<file path="src/hdl/w16a_pkg.sv">
package w16a_pkg;

  localparam int unsigned DivSteps = 32;
  localparam int unsigned StepsPerStage = 4;
  localparam int unsigned DivStages = DivSteps / StepsPerStage;

  typedef enum logic [3:0] {
    OpNonBasic = 4'd0,
    OpSet      = 4'd1,
    OpAdd      = 4'd2,
    OpSub      = 4'd3,
    OpMul      = 4'd4,
    OpDiv      = 4'd5,
    OpMod      = 4'd6,
    OpShl      = 4'd7,
    OpShr      = 4'd8,
    OpAnd      = 4'd9,
    OpBor      = 4'd10,
    OpXor      = 4'd11,
    OpIfe      = 4'd12,
    OpIfn      = 4'd13,
    OpIfg      = 4'd14,
    OpIfb      = 4'd15
  } op_e;

  localparam logic [5:0] NbJsr = 6'd1;

  typedef struct packed {
    logic        vld;
    logic        div_op;
    logic        mod_op;
    logic        b_zero;
    logic [15:0] a;
    logic [15:0] b;
    logic [15:0] part;
    logic [31:0] quo;
    logic [15:0] modv;
    logic [15:0] wval;
    logic        wen;
    logic [15:0] oval;
    logic        oen;
    logic        skip;
    logic        jump;
    logic [15:0] jtgt;
    logic [15:0] push;
    logic [1:0]  extra;
    logic        bad;
  } pl_t;

  function automatic logic [1:0] extra_cycles(input op_e op);
    logic [1:0] r;
    case (op)
      OpSet, OpAnd, OpBor, OpXor: r = 2'd0;
      OpDiv, OpMod:               r = 2'd2;
      OpNonBasic:                 r = 2'd0;
      default:                    r = 2'd1;
    endcase
    return r;
  endfunction

endpackage

</file>
<file path="src/hdl/word16_alu_execute.sv">
// Execute unit for a 16-bit word instruction set on resolved operands.
// A request is taken at a rising edge where start_i is high and busy_o low.
// busy_o is always low: the unit is a pipeline that takes one request every
// cycle and keeps no state between requests.
// Each request gives exactly one result, shown on the result ports for one
// cycle with done_o high, after the input, divider and final registers.
// Results come out in request order, one per cycle at most.
// The depth is set by the divider: a 32-step restoring division of a
// shifted left by sixteen over b, four steps in each of eight stages, after
// an input stage that does every other operation, including the multiply.
// A final register selects the quotient or remainder for DIV and MOD.
// Reset empties the pipeline; requests in flight are dropped.
// The receiver cannot stall, so nothing holds a result back.
module word16_alu_execute (
  input  logic        clk_i,
  input  logic        rst_ni,
  input  logic        start_i,
  output logic        busy_o,
  input  logic [3:0]  cmd_i,
  input  logic [5:0]  nonbasic_op_i,
  input  logic [15:0] a_value_i,
  input  logic [15:0] b_value_i,
  input  logic [15:0] return_address_i,
  output logic        done_o,
  output logic [15:0] write_value_o,
  output logic        write_enable_o,
  output logic [15:0] overflow_value_o,
  output logic        overflow_enable_o,
  output logic        skip_next_o,
  output logic        jump_o,
  output logic [15:0] jump_target_o,
  output logic [15:0] push_value_o,
  output logic [1:0]  extra_cycles_o,
  output logic        bad_opcode_o
);
  import w16a_pkg::*;

  pl_t         in_d;
  pl_t         in_q;
  pl_t         pipe [DivStages+1];
  pl_t         last;
  logic        done_q;
  logic [15:0] wval_d, wval_q, oval_d, oval_q;
  pl_t         res_q;

  assign busy_o = 1'b0;

  always_comb begin
    logic [31:0] prod;
    logic [31:0] shl;
    logic [31:0] shr;
    logic        wide;
    op_e         op;
    op     = op_e'(cmd_i);
    prod   = a_value_i * b_value_i;
    wide   = (b_value_i[15:5] != 11'd0);
    shl    = {16'd0, a_value_i} << b_value_i[4:0];
    shr    = {a_value_i, 16'd0} >> b_value_i[4:0];
    in_d        = '0;
    in_d.vld    = start_i;
    in_d.a      = a_value_i;
    in_d.b      = b_value_i;
    in_d.div_op = (op == OpDiv);
    in_d.mod_op = (op == OpMod);
    in_d.b_zero = (b_value_i == 16'd0);
    in_d.extra  = extra_cycles(op);
    case (op)
      OpNonBasic: begin
        if (nonbasic_op_i == NbJsr) begin
          in_d.jump  = 1'b1;
          in_d.jtgt  = a_value_i;
          in_d.push  = return_address_i;
          in_d.extra = 2'd1;
        end else begin
          in_d.bad = 1'b1;
        end
      end
      OpSet: begin
        in_d.wval = b_value_i;
        in_d.wen  = 1'b1;
      end
      OpAdd: begin
        {in_d.oval, in_d.wval} = {15'd0, {1'b0, a_value_i} + {1'b0, b_value_i}};
        in_d.wen = 1'b1;
        in_d.oen = 1'b1;
      end
      OpSub: begin
        in_d.wval = a_value_i - b_value_i;
        in_d.oval = (a_value_i < b_value_i) ? 16'hffff : 16'd0;
        in_d.wen  = 1'b1;
        in_d.oen  = 1'b1;
      end
      OpMul: begin
        {in_d.oval, in_d.wval} = prod;
        in_d.wen = 1'b1;
        in_d.oen = 1'b1;
      end
      OpDiv: begin
        in_d.wen = 1'b1;
        in_d.oen = 1'b1;
      end
      OpMod: begin
        in_d.wen = 1'b1;
      end
      OpShl: begin
        {in_d.oval, in_d.wval} = wide ? 32'd0 : shl;
        in_d.wen = 1'b1;
        in_d.oen = 1'b1;
      end
      OpShr: begin
        {in_d.wval, in_d.oval} = wide ? 32'd0 : shr;
        in_d.wen = 1'b1;
        in_d.oen = 1'b1;
      end
      OpAnd: begin
        in_d.wval = a_value_i & b_value_i;
        in_d.wen  = 1'b1;
      end
      OpBor: begin
        in_d.wval = a_value_i | b_value_i;
        in_d.wen  = 1'b1;
      end
      OpXor: begin
        in_d.wval = a_value_i ^ b_value_i;
        in_d.wen  = 1'b1;
      end
      OpIfe: in_d.skip = (a_value_i != b_value_i);
      OpIfn: in_d.skip = (a_value_i == b_value_i);
      OpIfg: in_d.skip = (a_value_i <= b_value_i);
      default: in_d.skip = ((a_value_i & b_value_i) == 16'd0);
    endcase
  end

  always_ff @(posedge clk_i or negedge rst_ni) begin
    if (!rst_ni) begin
      in_q <= '0;
    end else begin
      in_q <= in_d;
    end
  end

  assign pipe[0] = in_q;

  for (genvar k = 0; k < DivStages; k++) begin : g_div
    w16a_div_stage #(
      .StageIdx(k)
    ) u_stage (
      .clk_i  (clk_i),
      .rst_ni (rst_ni),
      .d_i    (pipe[k]),
      .q_o    (pipe[k+1])
    );
  end

  assign last = pipe[DivStages];

  always_comb begin
    wval_d = last.wval;
    oval_d = last.oval;
    if (last.div_op) begin
      wval_d = last.b_zero ? 16'd0 : last.quo[31:16];
      oval_d = last.b_zero ? 16'd0 : last.quo[15:0];
    end else if (last.mod_op) begin
      wval_d = last.b_zero ? 16'd0 : last.modv;
    end
  end

  always_ff @(posedge clk_i or negedge rst_ni) begin
    if (!rst_ni) begin
      done_q <= 1'b0;
    end else begin
      done_q <= last.vld;
    end
  end

  always_ff @(posedge clk_i) begin
    wval_q <= wval_d;
    oval_q <= oval_d;
    res_q  <= last;
  end

  assign done_o            = done_q;
  assign write_value_o     = wval_q;
  assign write_enable_o    = res_q.wen;
  assign overflow_value_o  = oval_q;
  assign overflow_enable_o = res_q.oen;
  assign skip_next_o       = res_q.skip;
  assign jump_o            = res_q.jump;
  assign jump_target_o     = res_q.jtgt;
  assign push_value_o      = res_q.push;
  assign extra_cycles_o    = res_q.extra;
  assign bad_opcode_o      = res_q.bad;

endmodule

</file>
<file path="src/hdl/w16a_div_stage.sv">
module w16a_div_stage #(
  parameter int unsigned StageIdx = 0
) (
  input  logic          clk_i,
  input  logic          rst_ni,
  input  w16a_pkg::pl_t d_i,
  output w16a_pkg::pl_t q_o
);
  import w16a_pkg::*;

  pl_t         nxt;
  pl_t         stage_q;

  always_comb begin
    logic [16:0] r;
    logic        bit_in;
    int unsigned step;
    nxt = d_i;
    r   = {1'b0, d_i.part};
    for (int unsigned j = 0; j < StepsPerStage; j++) begin
      step   = StageIdx * StepsPerStage + j;
      bit_in = (step < 16) ? d_i.a[4'(15 - step)] : 1'b0;
      r      = {r[15:0], bit_in};
      if (r >= {1'b0, d_i.b}) begin
        r       = r - {1'b0, d_i.b};
        nxt.quo = {nxt.quo[30:0], 1'b1};
      end else begin
        nxt.quo = {nxt.quo[30:0], 1'b0};
      end
      if (step == 15) begin
        nxt.modv = r[15:0];
      end
    end
    nxt.part = r[15:0];
  end

  always_ff @(posedge clk_i or negedge rst_ni) begin
    if (!rst_ni) begin
      stage_q <= '0;
    end else begin
      stage_q <= nxt;
    end
  end

  assign q_o = stage_q;

endmodule

</file>
<file path="config.mk">
export PLATFORM = sky130hd
export DESIGN_NAME = word16_alu_execute
export DESIGN_NICKNAME = d
export VERILOG_FILES = /design/src/hdl/w16a_pkg.sv /design/src/hdl/word16_alu_execute.sv /design/src/hdl/w16a_div_stage.sv
export SDC_FILE = /design/constraint.sdc
export NUM_CORES = 2
export LEC_CHECK = 0
export BUFFER_PORTS_ARGS = -buffer_cell sky130_fd_sc_hd__buf_2
export CORE_ASPECT_RATIO = 0.75
export CORE_UTILIZATION = 60
export DETAILED_ROUTE_END_ITERATION = 8
export PLACE_DENSITY = 0.78
export REMOVE_ABC_BUFFERS = 1
export SYNTH_ARGS = -nofsm -noshare
export SYNTH_HDL_FRONTEND = slang
export SYNTH_SLANG_ARGS = --single-unit
export TNS_END_PERCENT = 50
</file>
<file path="constraint.sdc">
create_clock -name clk_i -period 26.9 [get_ports clk_i]
set_input_delay 2.69 -clock clk_i [delete_from_list [all_inputs] [get_ports clk_i]]
set_output_delay 2.69 -clock clk_i [all_outputs]
set_load 0.01 [all_outputs]
</file>
== Word level (Yosys, flattened, before mapping) ==
Cells that the tools add are included.

* Add/sub/neg operators: 33
* Multipliers: 1
* $lt $le $gt $ge: 34
* Equal/unequal tests: 17
* Shifts and indexed selects: 2
* Mux-type cells: 81
* Bitwise logic cells: 3
* Reductions and logical operators: 9

{| class="wikitable"
|+ Operator list
! kind !! count
|-
| two-way mux 16 bit || 38
|-
| greater-or-equal comparator 17 x 16 -> 1 bit || 31
|-
| subtractor 16 bit || 31
|-
| case mux 16 bit (9 select lines) || 1
|-
| case mux 16 bit (5 select lines) || 1
|-
| two-way mux 32 bit || 2
|-
| two-way mux 36 bit || 1
|-
| two-way mux 1 bit || 35
|-
| two-way mux 35 bit || 1
|-
| zero test 16 bit || 2
|-
| multiplier 16 x 16 -> 32 bit || 1
|-
| left shift 16 x 5 -> 32 bit || 1
|-
| >> shifter 32 x 5 -> 32 bit || 1
|-
| equality test 4 bit, second input constant || 7
|-
| adder 16 x 16 -> 17 bit || 1
|-
| AND 16 bit || 1
|-
| equality test 16 bit || 1
|-
| equality test 4 x 3 -> 1 bit, second input constant || 4
|-
| greater-or-equal comparator 1 x 16 -> 1 bit || 1
|-
| <= comparator 16 bit || 1
|-
| less-than comparator 16 bit || 1
|-
| != test 16 bit || 1
|-
| OR 16 bit || 1
|-
| subtractor 1 x 16 -> 16 bit || 1
|-
| 13 further kinds || 14
|}

* Register bits: 1235
* Input port bits: 61
* Output and inout bits: 73
* Logic and storage cells: 348

== Logic depth before layout (Yosys ltp) ==
* Depth in word-level cells: 8
* Gate-level depth with buffers: 51
* Depth with buffers taken out: 45

== Modules after synthesis ==
Synthesis repeated with hierarchy kept, for this count alone.

* Cells, all modules: 7588
* Area, all modules: 82764.4 µm²

{| class="wikitable"
|+ Modules (own cells, without submodules)
! module !! times used !! cells an instance !! area each (µm²) !! sequential area each (µm²)
|-
| w16a_div_stage (g_div[4].u_stage ...) || 4 || 685 || 8046.5 || 4279.1
|-
| w16a_div_stage (g_div[0].u_stage ...) || 3 || 688 || 8145.3 || 4279.1
|-
| word16_alu_execute || 1 || 2096 || 18277.5 || 4124.0
|-
| w16a_div_stage (g_div[3].u_stage) || 1 || 688 || 7865.0 || 3878.7
|}

== Worst setup path before layout ==
Ideal clock, no wire load.

* Path kind: reg-to-reg
* Start: register g_div[2].u_stage.stage_q (netlist bit g_div[2].u_stage.q_o[147])
* End: register g_div[3].u_stage.stage_q (netlist bit g_div[3].u_stage.q_o[134])
* Setup time: 0.126 ns
* Data arrival time: 10.637 ns
* Data required time: 26.774 ns
* Path slack: 16.137 ns
* Stages on the path, launching flop included: 49
* Path buffers: 5
* Period minus slack after synthesis: 10.763 ns
* Cell sequence: dfrtp_1 > inv_1 > ha_1 > a2111oi_0 > o21ai_0 > a21oi_1 > o311ai_1 > nand3_1 > and2_1 > clkbuf_1 > clkinv_1 > clkbuf_1 > o21ai_0 > inv_1 > ha_1 > nor2b_1 > o21ai_0 > a21oi_1 > (+13 left out) > a31o_2 > o221a_2 > a31oi_4 > inv_1 > buf_1 > mux2_2 > ha_1 > a21oi_1 > nand3_1 > a21o_1 > o31ai_1 > o31ai_1 > a21oi_1 > o21ai_0 > nor3_1 > buf_2 > nor3_1 > a221o_1

{| class="wikitable"
|+ RTL lines
! what !! RTL line !! source
|-
| from (decl) || w16a_div_stage.sv:12 || <nowiki>pl_t stage_q;</nowiki>
|-
| from (signal assigned) || w16a_div_stage.sv:41 || <nowiki>stage_q <= nxt;</nowiki>
|-
| to (signal assigned) || w16a_div_stage.sv:41 ||
|-
| to (decl) || w16a_div_stage.sv:12 ||
|}

==> results.py <==
metrics = {
    "run_status": {
        "status": "completed",
    },
    "cells_and_area": {
        "finalNetCount": 7872,
        "fin_util_pct": 65.6,
        "multiInputGateArea_um2": 37900,
        "regArea_um2": 30500,
        "area_growth_pct": 8.38,
        "final.fill_count": 9032,
        "final_layout_size_suffix_gt1_share_pct": 10.2,
    },
    "timing": {
        "worst_pin_slew_ns": 1.36,
        "hold_violations": 0,
        "final.period_utilization_pct": 51.6,
        "slew_viol_final": 0,
        "setup_viol": 0,
        "relSlewSlack_pct": 9.19,
        "rsz0062_at_grt": "no",
        "skew_ns": 0.0634,
        "fmax_ghz": 0.0721,
        "fin_crit_ns": 13.88,
        "finalSetupTns_ns": 0,
    },
    "setup_path": {
        "crit_fanout": 23,
        "crit_cells": 44,
        "r2r_start": "g_div[2].u_stage.q_o[147]$_DFF_PN0_",
        "cp_slowest_cell": "nor3_1",
        "path_class": "reg -> reg",
        "reg2reg_to": "g_div[3].u_stage.q_o[122]$_DFF_PN0_",
        "cp-startpoint": "g_div[2].u_stage.q_o[147]$_DFF_PN0_",
        "crit_path_start_kind": "flop",
        "cp_top_family": "compound AO/OA/AOI/OAI gates",
        "crit_top_cell": "o21ai_0",
        "worst_path_largest_cell_delay_ns": 0.92,
        "endpoint": "g_div[3].u_stage.q_o[122]$_DFF_PN0_",
        "crit_required_ns": 27.54,
        "reg2reg_depth": 44,
        "path_buf_inv": 6,
        "r2r_slack_ns": 13.02,
        "end_kind": "flop",
        "worstPathArrival_ns": 14.51,
    },
    "yosys": {
        "syn_area_per_cell_um2": 10.4,
        "synthArstFlopShare_pct": 94.3,
        "synthAdderAreaFrac_pct": 17.3,
        "synth_top_family_by_area": "adder cells",
        "synth-seq-area-share_pct": 42.8,
        "synth_seq_cells": 1235,
        "synth_compound_gate_area_share_pct": 14.8,
        "synthCells": 6852,
        "yosys_warnings": 0,
        "synth_mux_area_share_pct": 5.22,
        "synth-main-ff-cell": "dfrtp_1",
        "ys_types": 112,
        "synth-edff-count": 0,
        "synthXorXnorAreaFrac_pct": 4.82,
        "yosys.area_share.simple_pct": 10.9,
        "syn_area_um2": 71400,
    },
    "cts": {
        "cts_setup_buffers": 0,
        "clk_pin_slew_worst_paths_ns": 0.07,
        "postCtsResizedCells": 0,
        "cts_tree": "built",
        "cts_buffers": 110,
        "clk_latency_ns": 0.77,
        "cts_root_buf": "clkbuf_16",
        "numClockSinks": 1235,
        "clk_path_buf_depth": 3,
        "htreeDepth": 3,
        "cts_hold_buf": 0,
    },
    "routing": {
        "vias": 53600,
        "vias_per_cell": 6.23,
        "drt-wirelength-per-cell_um": 23.1,
        "ant_nets": 0,
        "drt_iter0_drc": 6233,
        "firstDrtPassIters": 8,
        "drc_errors": 0,
        "wl_mm": 199,
    },
    "global_routing": {
        "grt_overflow_total": 0,
        "track_usage_pct": 32.9,
        "antenna_found_initial": 14,
        "grt_pass1_wl_mm": 306,
        "grt_max_degree": 150,
        "grt_pass1_vias": 51700,
    },
    "placed_design": {
        "place_congestion": 1.01,
        "port_buffers": 132,
        "dp_hpwl_mm": 147,
    },
    "die": {
        "core-area_um2": 118000,
        "rows": 109,
        "io_pins": 134,
        "fp.dieW_um": 400,
        "initial_core_util_pct": 60.6,
        "die_h_um": 301,
        "dieArea_um2": 120000,
    },
    "hold_path": {
        "min_path_cells": 0,
        "hold_path_class": "reg -> reg",
    },
    "run": {
        "drv_cap": 0,
    },
}
## cell usage in the layout (no fill, tap or decap), types with 110 or more instances in the layout
cell,Yosys,final
dfrtp_1,1164,1164
ha_1,644,644
inv_1,586,586
nand2_1,512,512
nor2_1,459,458
a21oi_1,416,416
o21ai_0,348,348
xnor2_1,265,265
mux2_2,265,265
fa_1,215,215
a21o_1,191,191
buf_2,18,131
xor2_1,128,128
nor3_1,118,118
clkbuf_16,0,110
## routing by layer
layer | vias up | global-route usage (%) | routed length [um]
met4 | 8 | 9.88 | 6110
li1 | 24100 | - | -
met5 | - | 0 | 47
met1 | 26400 | 49.3 | 87900
met3 | 414 | 7.69 | 21600
met2 | 2665 | 47.5 | 83300
## worst register-to-register path: cells and delay by family, from the launching register on
family	cells	cell delay [ns]
AOI/OAI and AO/OA	23	6.88
and+or+nand+nor	10	3.31
buffers and inverters	6	1.55
adders and majority gates	4	1.28
DFF	1	0.37
muxes	1	0.37
## state kept, by name (all words and copies together), names as in the netlist
register,flops
in_q,107
extra_cycles_o,2
g_div.u_stage.q_o,1056
overflow_value_o,16
jump_o,1
write_enable_o,1
push_value_o,16
bad_opcode_o,1
write_value_o,16
jump_target_o,16
done_o,1
overflow_enable_o,1
skip_next_o,1
## worst min path at each step
stage	start	endpoint	slack, ns
final	g_div[0].u_stage.q_o[157]$_DFF_PN0_	g_div[1].u_stage.q_o[157]$_DFF_PN0_	0.32
after global routing	g_div[0].u_stage.q_o[157]$_DFF_PN0_	g_div[1].u_stage.q_o[157]$_DFF_PN0_	0.33
after CTS	g_div[0].u_stage.q_o[57]$_DFF_PN0_	g_div[1].u_stage.q_o[57]$_DFF_PN0_	0.32
after detailed placement	g_div[7].u_stage.q_o[20]$_DFF_PN0_	jump_target_o[1]$_DFF_P_	0.33
after global placement	g_div[7].u_stage.q_o[26]$_DFF_PN0_	jump_target_o[7]$_DFF_P_	0.33
after floorplan	g_div[7].u_stage.q_o[0]$_DFF_PN0_	bad_opcode_o$_DFF_P_	0.32
## metrics by stage
stage | hold WS, ns | instance area (um^2) | setup WS [ns] | std cells
after floorplan | 0.324 | 70700 | 15.02 | 6667
after global placement | 0.326 | 73600 | 13.47 | 8394
after detailed placement | 0.327 | 73600 | 13.34 | 8394
after CTS | 0.323 | 77400 | 13.27 | 8601
after global routing | 0.330 | 77400 | 11.80 | 8601
final | 0.321 | 77400 | 13.02 | 8605
## cell usage after synthesis, types with 71 or more instances
cell type  count  area, um^2
nand2_1      512        1920
a21oi_1      416        2080
mux2_2       265        2980
o21ai_0      348        1740
nand3_1       97         485
nor2b_1       81         507
inv_1        586        2200
o21a_1        83         623
dfrtp_1     1164       29100
xor2_1       128        1120
xnor2_1      265        2320
nor2_1       459        1720
nand4_1       78         488
ha_1         644        8060
dfxtp_1       71        1420
a21o_1       191        1430
nor3_1       118         591
clkbuf_1     140         526
fa_1         215        4300
## cells by family after synthesis
| family | count (synthesis) |
|---|---|
| DFF | 1235 |
| adders and majority gates | 859 |
| AOI/OAI and AO/OA | 1607 |
| muxes | 326 |
| other | 1 |
| buffers and inverters | 785 |
| and+or+nand+nor | 1646 |
| xor gates and xnor gates | 393 |
## cell type report
type	instances	area share, %
inverter	600	2.91
tap	1554	2.51
clock inverter	53	0.910
multi-input combinational	4832	49.0
clock buffer	154	3.98
sequential	1235	39.5
antenna	4	0.0129
timing repair buffer	173	1.27
Power is not shown: default switching activity piles up to over one toggle a cycle in this logic, so the estimate is an artifact.
